[src/design/prc_pkg.sv]
// ----------------------------------------------------------------------------
// Pedal range calibrator package
// Shared types, step codes, register indexes and constants for the
// pedal range calibrator and its window scan unit.
// ----------------------------------------------------------------------------
package prc_pkg;

  // Sample and register widths.
  localparam int DATA_W   = 12;
  localparam int TICKS_W  = 8;
  localparam int STEP_W   = 3;
  localparam int CFG_IDX_W = 2;

  // Default window length and register reset values.
  localparam int WINDOW_LEN_DEF = 20;
  localparam logic [DATA_W-1:0]  THRESHOLD_RST = 12'd30;
  localparam logic [TICKS_W-1:0] TICKS_RST     = 8'd20;
  localparam logic [DATA_W-1:0]  MIN_SWING_RST = 12'd100;

  // Register indexes on the configuration port.
  localparam logic [CFG_IDX_W-1:0] CFG_THRESHOLD = 2'd0;
  localparam logic [CFG_IDX_W-1:0] CFG_TICKS     = 2'd1;
  localparam logic [CFG_IDX_W-1:0] CFG_MIN_SWING = 2'd2;

  // Step codes.
  localparam logic [STEP_W-1:0] STEP_HEEL1 = 3'd0;
  localparam logic [STEP_W-1:0] STEP_TOE1  = 3'd1;
  localparam logic [STEP_W-1:0] STEP_HEEL2 = 3'd2;
  localparam logic [STEP_W-1:0] STEP_TOE2  = 3'd3;
  localparam logic [STEP_W-1:0] STEP_DONE  = 3'd4;

  // Division of a 12-bit swing by 100 as a multiply by 2^22/100, rounded up.
  // The error stays below 0.001 for every 12-bit swing, so the floor is exact.
  localparam int RECIP_W      = 16;
  localparam int PROD_W       = DATA_W + RECIP_W;
  localparam int MARGIN_SHIFT = 22;
  localparam int MARGIN_W     = PROD_W - MARGIN_SHIFT;
  localparam logic [RECIP_W-1:0] RECIP_100 = 16'd41944;

  // Sequencer states.
  typedef enum logic [2:0] {
    ST_IDLE,
    ST_SCAN,
    ST_EVAL,
    ST_SORT,
    ST_TRIM,
    ST_PUSH
  } state_t;

  // Input beat.
  typedef struct packed {
    logic [DATA_W-1:0] sample;
    logic              restart;
  } in_t;

  // Output beat.
  typedef struct packed {
    logic [STEP_W-1:0] step;
    logic              window_stable;
    logic              finished;
    logic              range_ok;
    logic [DATA_W-1:0] range_low;
    logic [DATA_W-1:0] range_high;
  } out_t;

  // Status from the window scan unit.
  typedef struct packed {
    logic              done;
    logic [DATA_W-1:0] lo;
    logic [DATA_W-1:0] hi;
  } scan_res_t;

endpackage

[src/design/pedal_range_calibrator_unit.sv]
// ----------------------------------------------------------------------------
// Pedal range calibrator
// Tracks pedal stability over a window of recent ADC codes and walks the
// heel, toe, heel, toe steps, then reports the trimmed calibrated range.
//
//   Channel  Direction  Handshake          Payload
//   in       to block   in_valid/in_stall  in_data  (sample, restart)
//   out      from block out_valid/out_stall out_data (step, flags, range)
//   cfg      to block   cfg_valid/cfg_ready cfg_index, cfg_data
//
// A sample that fills the window runs the one-entry-per-cycle min/max scan
// over the window memory; completing the last step adds the sort and trim
// states. Restarts, samples before the window is full and samples after
// completion skip the scan and go straight to the push state.
// Reset is synchronous and clears the sequencer and calibration progress.
// A stalled output holds its beat; the next input beat is still taken
// while the previous result waits in the output register.
// ----------------------------------------------------------------------------
module pedal_range_calibrator_unit #(
  parameter int WINDOW_LEN = prc_pkg::WINDOW_LEN_DEF
) (
  input  logic                           clk,
  input  logic                           rst,
  input  logic                           in_valid,
  output logic                           in_stall,
  input  prc_pkg::in_t                   in_data,
  output logic                           out_valid,
  input  logic                           out_stall,
  output prc_pkg::out_t                  out_data,
  input  logic                           cfg_valid,
  output logic                           cfg_ready,
  input  logic [prc_pkg::CFG_IDX_W-1:0]  cfg_index,
  input  logic [prc_pkg::DATA_W-1:0]     cfg_data
);

  localparam int SLOT_W = $clog2(WINDOW_LEN);
  localparam int FILL_W = $clog2(WINDOW_LEN + 1);
  localparam int DW     = prc_pkg::DATA_W;

  prc_pkg::state_t state;
  prc_pkg::state_t state_next;

  // Configuration registers.
  logic [DW-1:0]               threshold;
  logic [prc_pkg::TICKS_W-1:0] ticks_needed;
  logic [DW-1:0]               min_swing;

  // Calibration progress.
  logic [SLOT_W-1:0]           write_slot;
  logic [FILL_W-1:0]           fill_count;
  logic [prc_pkg::TICKS_W-1:0] stable_run;
  logic [prc_pkg::STEP_W-1:0]  current_step;

  // Working values.
  logic [DW-1:0]               cur_sample;
  logic [DW-1:0]               tracked_min;
  logic [DW-1:0]               tracked_max;
  logic [DW-1:0]               swing;
  logic [prc_pkg::PROD_W-1:0]  prod;
  logic                        res_stable;
  logic                        res_finished;
  logic                        res_ok;
  logic [DW-1:0]               res_low;
  logic [DW-1:0]               res_high;

  prc_pkg::scan_res_t          scan_res;

  logic                        accept;
  logic                        skip_item;
  logic [FILL_W-1:0]           fill_inc;
  logic                        window_full;
  logic [DW-1:0]               span;
  logic                        win_stable;
  logic [prc_pkg::TICKS_W-1:0] run_inc;
  logic                        step_end;
  logic                        swap;
  logic [DW-1:0]               sort_lo;
  logic [DW-1:0]               sort_hi;
  logic [DW-1:0]               sort_swing;
  logic [prc_pkg::MARGIN_W-1:0] margin;
  logic [DW:0]                 fmin;
  logic [DW:0]                 fmax;
  logic                        trim_ok;
  logic                        push_go;

  assign in_stall  = (state != prc_pkg::ST_IDLE);
  assign cfg_ready = 1'b1;
  assign accept    = in_valid && !in_stall;
  assign push_go   = !out_valid || !out_stall;

  // Item classification on the accepting cycle.
  assign skip_item   = in_data.restart || (current_step == prc_pkg::STEP_DONE);
  assign fill_inc    = (fill_count == FILL_W'(WINDOW_LEN)) ? fill_count
                                                         : fill_count + FILL_W'(1);
  assign window_full = (fill_inc == FILL_W'(WINDOW_LEN));

  // Stability decision from the scan result.
  assign span       = scan_res.hi - scan_res.lo;
  assign win_stable = (span < threshold);
  assign run_inc    = stable_run + prc_pkg::TICKS_W'(1);
  assign step_end   = win_stable && (run_inc >= ticks_needed);

  // Ordering of the tracked extremes.
  assign swap       = (tracked_min > tracked_max);
  assign sort_lo    = swap ? tracked_max : tracked_min;
  assign sort_hi    = swap ? tracked_min : tracked_max;
  assign sort_swing = sort_hi - sort_lo;

  // One percent trim.
  assign margin  = prod[prc_pkg::PROD_W-1:prc_pkg::MARGIN_SHIFT];
  assign fmin    = {1'b0, tracked_min} + (DW+1)'(margin);
  assign fmax    = {1'b0, tracked_max} - (DW+1)'(margin);
  assign trim_ok = (fmin < fmax) && (swing > min_swing);

  prc_window_scan #(
    .WINDOW_LEN(WINDOW_LEN)
  ) u_scan (
    .clk    (clk),
    .rst    (rst),
    .wr_en  (accept && !skip_item),
    .wr_addr(write_slot),
    .wr_data(in_data.sample),
    .start  (accept && !skip_item && window_full),
    .res    (scan_res)
  );

  // State register.
  always_ff @(posedge clk) begin
    if (rst) begin
      state <= prc_pkg::ST_IDLE;
    end else begin
      state <= state_next;
    end
  end

  // Next-state logic.
  always_comb begin
    state_next = state;
    unique case (state)
      prc_pkg::ST_IDLE: begin
        if (accept) begin
          if (!skip_item && window_full) begin
            state_next = prc_pkg::ST_SCAN;
          end else begin
            state_next = prc_pkg::ST_PUSH;
          end
        end
      end
      prc_pkg::ST_SCAN: begin
        if (scan_res.done) begin
          state_next = prc_pkg::ST_EVAL;
        end
      end
      prc_pkg::ST_EVAL: begin
        if (step_end && (current_step == prc_pkg::STEP_TOE2)) begin
          state_next = prc_pkg::ST_SORT;
        end else begin
          state_next = prc_pkg::ST_PUSH;
        end
      end
      prc_pkg::ST_SORT: state_next = prc_pkg::ST_TRIM;
      prc_pkg::ST_TRIM: state_next = prc_pkg::ST_PUSH;
      prc_pkg::ST_PUSH: begin
        if (push_go) begin
          state_next = prc_pkg::ST_IDLE;
        end
      end
      default: state_next = prc_pkg::ST_IDLE;
    endcase
  end

  // Configuration writes; indexes past the list are ignored.
  always_ff @(posedge clk) begin
    if (rst) begin
      threshold    <= prc_pkg::THRESHOLD_RST;
      ticks_needed <= prc_pkg::TICKS_RST;
      min_swing    <= prc_pkg::MIN_SWING_RST;
    end else if (cfg_valid && cfg_ready) begin
      unique case (cfg_index)
        prc_pkg::CFG_THRESHOLD: threshold    <= cfg_data;
        prc_pkg::CFG_TICKS:     ticks_needed <= cfg_data[prc_pkg::TICKS_W-1:0];
        prc_pkg::CFG_MIN_SWING: min_swing    <= cfg_data;
        default: ;
      endcase
    end
  end

  // Calibration progress and the output register.
  always_ff @(posedge clk) begin
    if (rst) begin
      write_slot   <= '0;
      fill_count   <= '0;
      stable_run   <= '0;
      current_step <= prc_pkg::STEP_HEEL1;
      out_valid    <= 1'b0;
    end else begin
      // The push state reloads the output register itself.
      if (out_valid && !out_stall && (state != prc_pkg::ST_PUSH)) begin
        out_valid <= 1'b0;
      end
      unique case (state)
        prc_pkg::ST_IDLE: begin
          if (accept) begin
            if (in_data.restart) begin
              write_slot   <= '0;
              fill_count   <= '0;
              stable_run   <= '0;
              current_step <= prc_pkg::STEP_HEEL1;
            end else if (current_step != prc_pkg::STEP_DONE) begin
              write_slot <= (write_slot == SLOT_W'(WINDOW_LEN - 1)) ? '0
                                                                 : write_slot + SLOT_W'(1);
              fill_count <= fill_inc;
              if (!window_full) begin
                stable_run <= '0;
              end
            end
          end
        end
        prc_pkg::ST_EVAL: begin
          if (!win_stable) begin
            stable_run <= '0;
          end else if (step_end) begin
            stable_run   <= '0;
            fill_count   <= '0;
            write_slot   <= '0;
            current_step <= current_step + prc_pkg::STEP_W'(1);
          end else begin
            stable_run <= run_inc;
          end
        end
        prc_pkg::ST_PUSH: begin
          if (push_go) begin
            out_valid <= 1'b1;
          end
        end
        default: ;
      endcase
    end
  end

  // Result fields, tracked extremes and the trim product.
  always_ff @(posedge clk) begin
    unique case (state)
      prc_pkg::ST_IDLE: begin
        if (accept) begin
          cur_sample   <= in_data.sample;
          res_stable   <= 1'b0;
          res_finished <= 1'b0;
          res_ok       <= 1'b0;
          res_low      <= '0;
          res_high     <= '0;
        end
      end
      prc_pkg::ST_EVAL: begin
        res_stable <= win_stable;
        if (step_end) begin
          unique case (current_step)
            prc_pkg::STEP_HEEL1: tracked_min <= cur_sample;
            prc_pkg::STEP_HEEL2: begin
              if (cur_sample < tracked_min) begin
                tracked_min <= cur_sample;
              end
            end
            prc_pkg::STEP_TOE1: tracked_max <= cur_sample;
            prc_pkg::STEP_TOE2: begin
              if (cur_sample > tracked_max) begin
                tracked_max <= cur_sample;
              end
            end
            default: ;
          endcase
        end
      end
      prc_pkg::ST_SORT: begin
        tracked_min <= sort_lo;
        tracked_max <= sort_hi;
        swing       <= sort_swing;
        prod        <= prc_pkg::PROD_W'(sort_swing) * prc_pkg::PROD_W'(prc_pkg::RECIP_100);
      end
      prc_pkg::ST_TRIM: begin
        res_finished <= 1'b1;
        res_ok       <= trim_ok;
        if (trim_ok) begin
          res_low  <= fmin[DW-1:0];
          res_high <= fmax[DW-1:0];
        end
      end
      prc_pkg::ST_PUSH: begin
        if (push_go) begin
          out_data.step          <= current_step;
          out_data.window_stable <= res_stable;
          out_data.finished      <= res_finished;
          out_data.range_ok      <= res_ok;
          out_data.range_low     <= res_low;
          out_data.range_high    <= res_high;
        end
      end
      default: ;
    endcase
  end

`ifndef ASSERT_OFF
  // A finished beat always reports the completed step.
  a_finished_step: assert property (@(posedge clk) disable iff (rst)
    out_valid |-> (!out_data.finished || (out_data.step == prc_pkg::STEP_DONE)))
    else $error("finished beat without completed step");

  // A good range is only reported on completion and is properly ordered.
  a_range_order: assert property (@(posedge clk) disable iff (rst)
    (out_valid && out_data.range_ok) |->
      (out_data.finished && (out_data.range_low < out_data.range_high)))
    else $error("range_ok beat with bad ordering or not finished");

  // The fill count never passes the window length.
  a_fill_bound: assert property (@(posedge clk) disable iff (rst)
    fill_count <= FILL_W'(WINDOW_LEN))
    else $error("fill count past window length");

  // The scan unit only completes while the sequencer waits for it.
  a_scan_done: assert property (@(posedge clk) disable iff (rst)
    scan_res.done |-> (state == prc_pkg::ST_SCAN))
    else $error("scan done outside scan state");
`endif

endmodule

[src/design/prc_window_scan.sv]
// ----------------------------------------------------------------------------
// Window store and min/max scan
// Holds the sample ring and, on start, walks every entry through one
// shared min/max compare, one entry per cycle, then flags done.
// ----------------------------------------------------------------------------
module prc_window_scan #(
  parameter int WINDOW_LEN = prc_pkg::WINDOW_LEN_DEF
) (
  input  logic                            clk,
  input  logic                            rst,
  input  logic                            wr_en,
  input  logic [$clog2(WINDOW_LEN)-1:0]   wr_addr,
  input  logic [prc_pkg::DATA_W-1:0]      wr_data,
  input  logic                            start,
  output prc_pkg::scan_res_t              res
);

  localparam int SLOT_W = $clog2(WINDOW_LEN);
  localparam int CNT_W  = $clog2(WINDOW_LEN + 1);

  logic [prc_pkg::DATA_W-1:0] mem [WINDOW_LEN];
  logic [prc_pkg::DATA_W-1:0] rd_data;
  logic [prc_pkg::DATA_W-1:0] lo;
  logic [prc_pkg::DATA_W-1:0] hi;
  logic [CNT_W-1:0]           cnt;
  logic                       active;
  logic                       done;
  logic                       rd_en;
  logic                       last;

  assign last  = (cnt == CNT_W'(WINDOW_LEN));
  assign rd_en = active && !last;

  // Sample memory with a registered read port.
  always_ff @(posedge clk) begin
    if (wr_en) begin
      mem[wr_addr] <= wr_data;
    end
    if (rd_en) begin
      rd_data <= mem[cnt[SLOT_W-1:0]];
    end
  end

  // Scan counter: one read issued per cycle; done rises together with the last fold.
  always_ff @(posedge clk) begin
    if (rst) begin
      active <= 1'b0;
      done   <= 1'b0;
      cnt    <= '0;
    end else begin
      done <= !start && active && last;
      if (start) begin
        active <= 1'b1;
        cnt    <= '0;
      end else if (active) begin
        cnt <= cnt + CNT_W'(1);
        if (last) begin
          active <= 1'b0;
        end
      end
    end
  end

  // Shared min/max compare, folding the entry read on the previous cycle.
  always_ff @(posedge clk) begin
    if (active && (cnt != '0)) begin
      if (cnt == CNT_W'(1)) begin
        lo <= rd_data;
        hi <= rd_data;
      end else begin
        if (rd_data < lo) begin
          lo <= rd_data;
        end
        if (rd_data > hi) begin
          hi <= rd_data;
        end
      end
    end
  end

  assign res.done = done;
  assign res.lo   = lo;
  assign res.hi   = hi;

endmodule
[config.mk]
export PLATFORM = sky130hd
export DESIGN_NAME = pedal_range_calibrator_unit
export DESIGN_NICKNAME = d
export VERILOG_FILES = /design/src/design/prc_pkg.sv /design/src/design/pedal_range_calibrator_unit.sv /design/src/design/prc_window_scan.sv
export SDC_FILE = /design/constraint.sdc
export NUM_CORES = 1
export LEC_CHECK = 0
export BUFFER_PORTS_ARGS = -buffer_cell sky130_fd_sc_hd__buf_2
export CORE_ASPECT_RATIO = 0.9
export CORE_MARGIN = 2
export CORE_UTILIZATION = 57
export DETAILED_ROUTE_END_ITERATION = 6
export GPL_TIMING_DRIVEN = 0
export PLACE_DENSITY_LB_ADDON = 0.3
export SYNTH_ARGS = -nofsm -noshare
export SYNTH_HDL_FRONTEND = slang
export SYNTH_SLANG_ARGS = --single-unit
export TNS_END_PERCENT = 100
[constraint.sdc]
create_clock -name clk -period 7.43 [get_ports clk]
set_input_delay 0.743 -clock clk [delete_from_list [all_inputs] [get_ports clk]]
set_output_delay 0.743 -clock clk [all_outputs]
set_load 0.05 [all_outputs]
==> impl_metrics.env <==
export IMPL_run_status="complete, but fails checks"
export IMPL_violations="negative setup slack"
export IMPL_layout_cells_most_common="sky130_fd_sc_hd__edfxtp_1"
export IMPL_synth_cells=1882
export IMPL_mappedNetlistArea_um2=24030
export IMPL_synth_edf_count=387
export IMPL_tightest_slew_ns=1.326
export IMPL_worst_setup_hold_path_clk_slew_ns=0.07
export IMPL_dp_final_hpwl_um=41260
export IMPL_detailed_place_area_um2=25210
export IMPL_global_route_wire_length_before_repair_um=90910
export IMPL_yosysTopAreaCellShare=0.4836
export IMPL_detailroute_via_count=15977
export IMPL_synth_seq_cells=451
export IMPL_layout_common_cells="387 x sky130_fd_sc_hd__edfxtp_1, 206 x sky130_fd_sc_hd__inv_1, 205 x sky130_fd_sc_hd__ha_1"
export IMPL_fin_crit_sh=1.081
export IMPL_chipWidth_um=220.4
export IMPL_internal_power_w=0.005424
export IMPL_timing_critical_path_depth=34
export IMPL_first_global_vias=16116
export IMPL_floorplan_rows=71
export IMPL_globalRouteTotalUtil=0.2752
export IMPL_postSynth_topFlopCell="sky130_fd_sc_hd__edfxtp_1"
export IMPL_power_share_sequential=0.357
export IMPL_static_leakage_power_nw=10.73
export IMPL_p_total_w=0.008057
export IMPL_r2r_cells=34
export IMPL_gp_congestion=0.9705
export IMPL_period_minus_slack_ns=8.029
export IMPL_cts_root_buf="sky130_fd_sc_hd__clkbuf_16"
export IMPL_worst_setup_margin_ns=-0.5992
export IMPL_global_route_overflow_total=0
export IMPL_path_class_of_the_lowest_slack_min_delay_path="input port to flip-flop"
export IMPL_growth_of_design_area_from_synthesis_to_finish_pct=15.03
export IMPL_first_drt_iteration_drcs=1729
export IMPL_cts_buffer_depth=3
export IMPL_power_combinational_fraction=0.351
export IMPL_port_buffers=61
export IMPL_startpoint_type="flip-flop"
export IMPL_finalHoldViolCount=0
export IMPL_core_region_area_um2=41660
export IMPL_dieArea_um2=43820
export IMPL_synth_area_per_cell_um2=12.77
export IMPL_drtAntennaViolNets=0
export IMPL_maxSlewHeadroom=0.09301
export IMPL_largest_register_ff_count=240
export IMPL_sequential_fraction_of_the_synthesis_area=0.5369
export IMPL_yosys_warnings=0
export IMPL_power_share_switching=0.3268
export IMPL_final_worst_clock_skew_ns=0.02870
export IMPL_drt_drc_violations_left=0
export IMPL_largest_fanout_of_any_net_on_the_critical_path=4
export IMPL_max_freq_ghz=0.1245
export IMPL_rsz0062_at_grt="yes"
export IMPL_power_per_cell_area_nw_per_um2=291.4
export IMPL_pin_count_of_the_biggest_net_entering_global_routing=31
export IMPL_post_route_cell_area_um2=27640
export IMPL_effective_utilization_at_floorplan=0.5768
export IMPL_vias_per_cell=6.066
export IMPL_wl_per_cell_um=22.24
export IMPL_final_net_count=2349
export IMPL_clock_power_share=0.292
export IMPL_worst_path_buf_inv=6
export IMPL_cpMostUsedCell="sky130_fd_sc_hd__ha_4"
export IMPL_switch_pwr_w=0.002633
export IMPL_worst_path_max_delay_cell="sky130_fd_sc_hd__fa_1"
export IMPL_biggestRegsByFlops="u_scan.mem x240, out_data x30"
export IMPL_synth_area_leaders="sky130_fd_sc_hd__edfxtp_1 48%, sky130_fd_sc_hd__ha_1 12%, sky130_fd_sc_hd__mux4_2 6.7%"
export IMPL_fin_setup_tns_ns=-1.936
export IMPL_critical_path_sink_type="flip-flop"
export IMPL_max_flop_register="u_scan.mem"
export IMPL_arrival_ns=8.44
export IMPL_final_fill_count=2987
export IMPL_cap_viol_max_count=0
export IMPL_final_max_slew_viol_count=0
export IMPL_clock_sink_count=451
export IMPL_cts_hold_buffers_added=0
export IMPL_detail_route_wirelength_um=58590
export IMPL_synthArstFlopShare=0
export IMPL_crit_type="flip-flop to flip-flop"
export IMPL_detail_route_first_pass_iterations=5
export IMPL_mappedNetlistNets=2181
export IMPL_cts_buffers_inserted=44
export IMPL_synth_distinct_cells=82
export IMPL_setup_viol_count_final=6
export IMPL_synthDominantAreaCellType="sky130_fd_sc_hd__edfxtp_1"
export IMPL_drive_gt1_frac=0.1841
export IMPL_clock_latency_ns=0.60
export IMPL_cts_tree="done"
export IMPL_die_h_um=198.8
export IMPL_cts_max_level=2
export IMPL_required_ns=7.84
export IMPL_critPathTopFamily="compound AO/OA/AOI/OAI gates"
export IMPL_antenna_found_initial=0
export IMPL_max_vdd_ir_drop_uv=347.5
export IMPL_slowest_delay_ns=0.52
export IMPL_io_pins=65
export IMPL_worstHoldPathCells=2
## cells in the mapped netlist, types with 18 or more instances
cell type	instances
sky130_fd_sc_hd__nor2_1	129
sky130_fd_sc_hd__dfxtp_1	64
sky130_fd_sc_hd__xor2_1	18
sky130_fd_sc_hd__nand3_1	22
sky130_fd_sc_hd__a21oi_1	91
sky130_fd_sc_hd__fa_1	46
sky130_fd_sc_hd__inv_1	222
sky130_fd_sc_hd__edfxtp_1	387
sky130_fd_sc_hd__xnor2_1	34
sky130_fd_sc_hd__nand2_1	134
sky130_fd_sc_hd__nor3_1	19
sky130_fd_sc_hd__clkbuf_1	51
sky130_fd_sc_hd__and2_1	20
sky130_fd_sc_hd__mux4_2	72
sky130_fd_sc_hd__ha_1	221
sky130_fd_sc_hd__o21ai_0	37
sky130_fd_sc_hd__a31oi_1	25
sky130_fd_sc_hd__a21o_1	40
## routing by layer
| layer | routed length (um) | vias up | part of all wire | GRT usage |
|---|---|---|---|---|
| li1 | - | 7240 | - | - |
| met1 | 25150 | 7893 | 0.43 | 0.3996 |
| met2 | 26680 | 733 | 0.46 | 0.4251 |
| met3 | 5146 | 111 | 0.088 | 0.04939 |
| met4 | 1614 | 0 | 0.028 | 0.08476 |
| met5 | 0 | - | 0 | 0 |
## cell type report
cell class,count,area [um^2],area share
multi-input combinational,1146,10620,0.3841
sequential,451,12900,0.4667
inverter,223,842.1,0.03046
clock inverter,31,369.1,0.01335
clock buffer,51,1149,0.04155
timing repair buffer,122,783.3,0.02833
tap,547,684.4,0.02476
antenna,1,2.502,0.00009052
buffer,62,294.0,0.01064
## worst reg2reg max path, delay by kind of cell (launching register included)
family	cells	cell delay (ns)
AO/OA/AOI/OAI	11	2.90
adder cells (fa/ha/maj)	9	2.88
AND/OR/NAND/NOR	7	1.03
flip-flops	1	0.48
buffers and inverters	6	0.36
XOR/XNOR	1	0.19
## logic make-up after synthesis
logic type                 count (synthesis)  synth area share
other                                      1         0.0001560
buffers and inverters                    285           0.04488
xor gates and xnor gates                  52           0.01895
AOI/OAI and AO/OA                        303           0.08435
muxes                                     95           0.07768
adders and majority gates                267            0.1534
and+or+nand+nor                          428           0.08372
DFF                                      451            0.5369
## stage by stage
| stage | instances | utilization | setup WS (ns) | hold slack (ns) |
|---|---|---|---|---|
| floorplan | 1882 | - | -0.06983 | 0.4003 |
| detailed placement | 2493 | 0.6052 | -1.319 | 0.4054 |
| global placement | 2490 | 0.6037 | -1.209 | 0.4040 |
| global route | 2633 | 0.6634 | -0.7668 | 0.3994 |
| CTS | 2610 | 0.6547 | -0.5146 | 0.3836 |
| finish | 2634 | 0.6635 | -0.5992 | 0.4098 |
## timing repair
action,4_1_cts,5_1_grt
buffers inserted,35,23
setup endpoints to repair,6,6
resized for setup,61,34
pin swaps,13,40
cloned,0,0
## power by group through the flow
stage / Sequential [W] / Combinational (W) / Clock, W
after global routing: 0.00288 / 0.00316 / 0.00247
after detailed placement: 0.00293 / 0.00229 / 0
final: 0.00287 / 0.00283 / 0.00235
after floorplan: 0.00294 / 0.00164 / 0
after CTS: 0.00287 / 0.00251 / 0.00237
after global placement: 0.00293 / 0.00213 / 0
## worst paths after layout
kind	start	end	slack, ns
worst max register to register	tracked_min[1]	prod[27]	-0.60
worst min register to register	res_finished	out_data[25]	0.42
worst min-delay path	cfg_data[2]	min_swing[2]	0.41
worst max-delay path	tracked_min[1]	prod[27]	-0.60
Note: power is estimated with default switching activity, not from simulation.
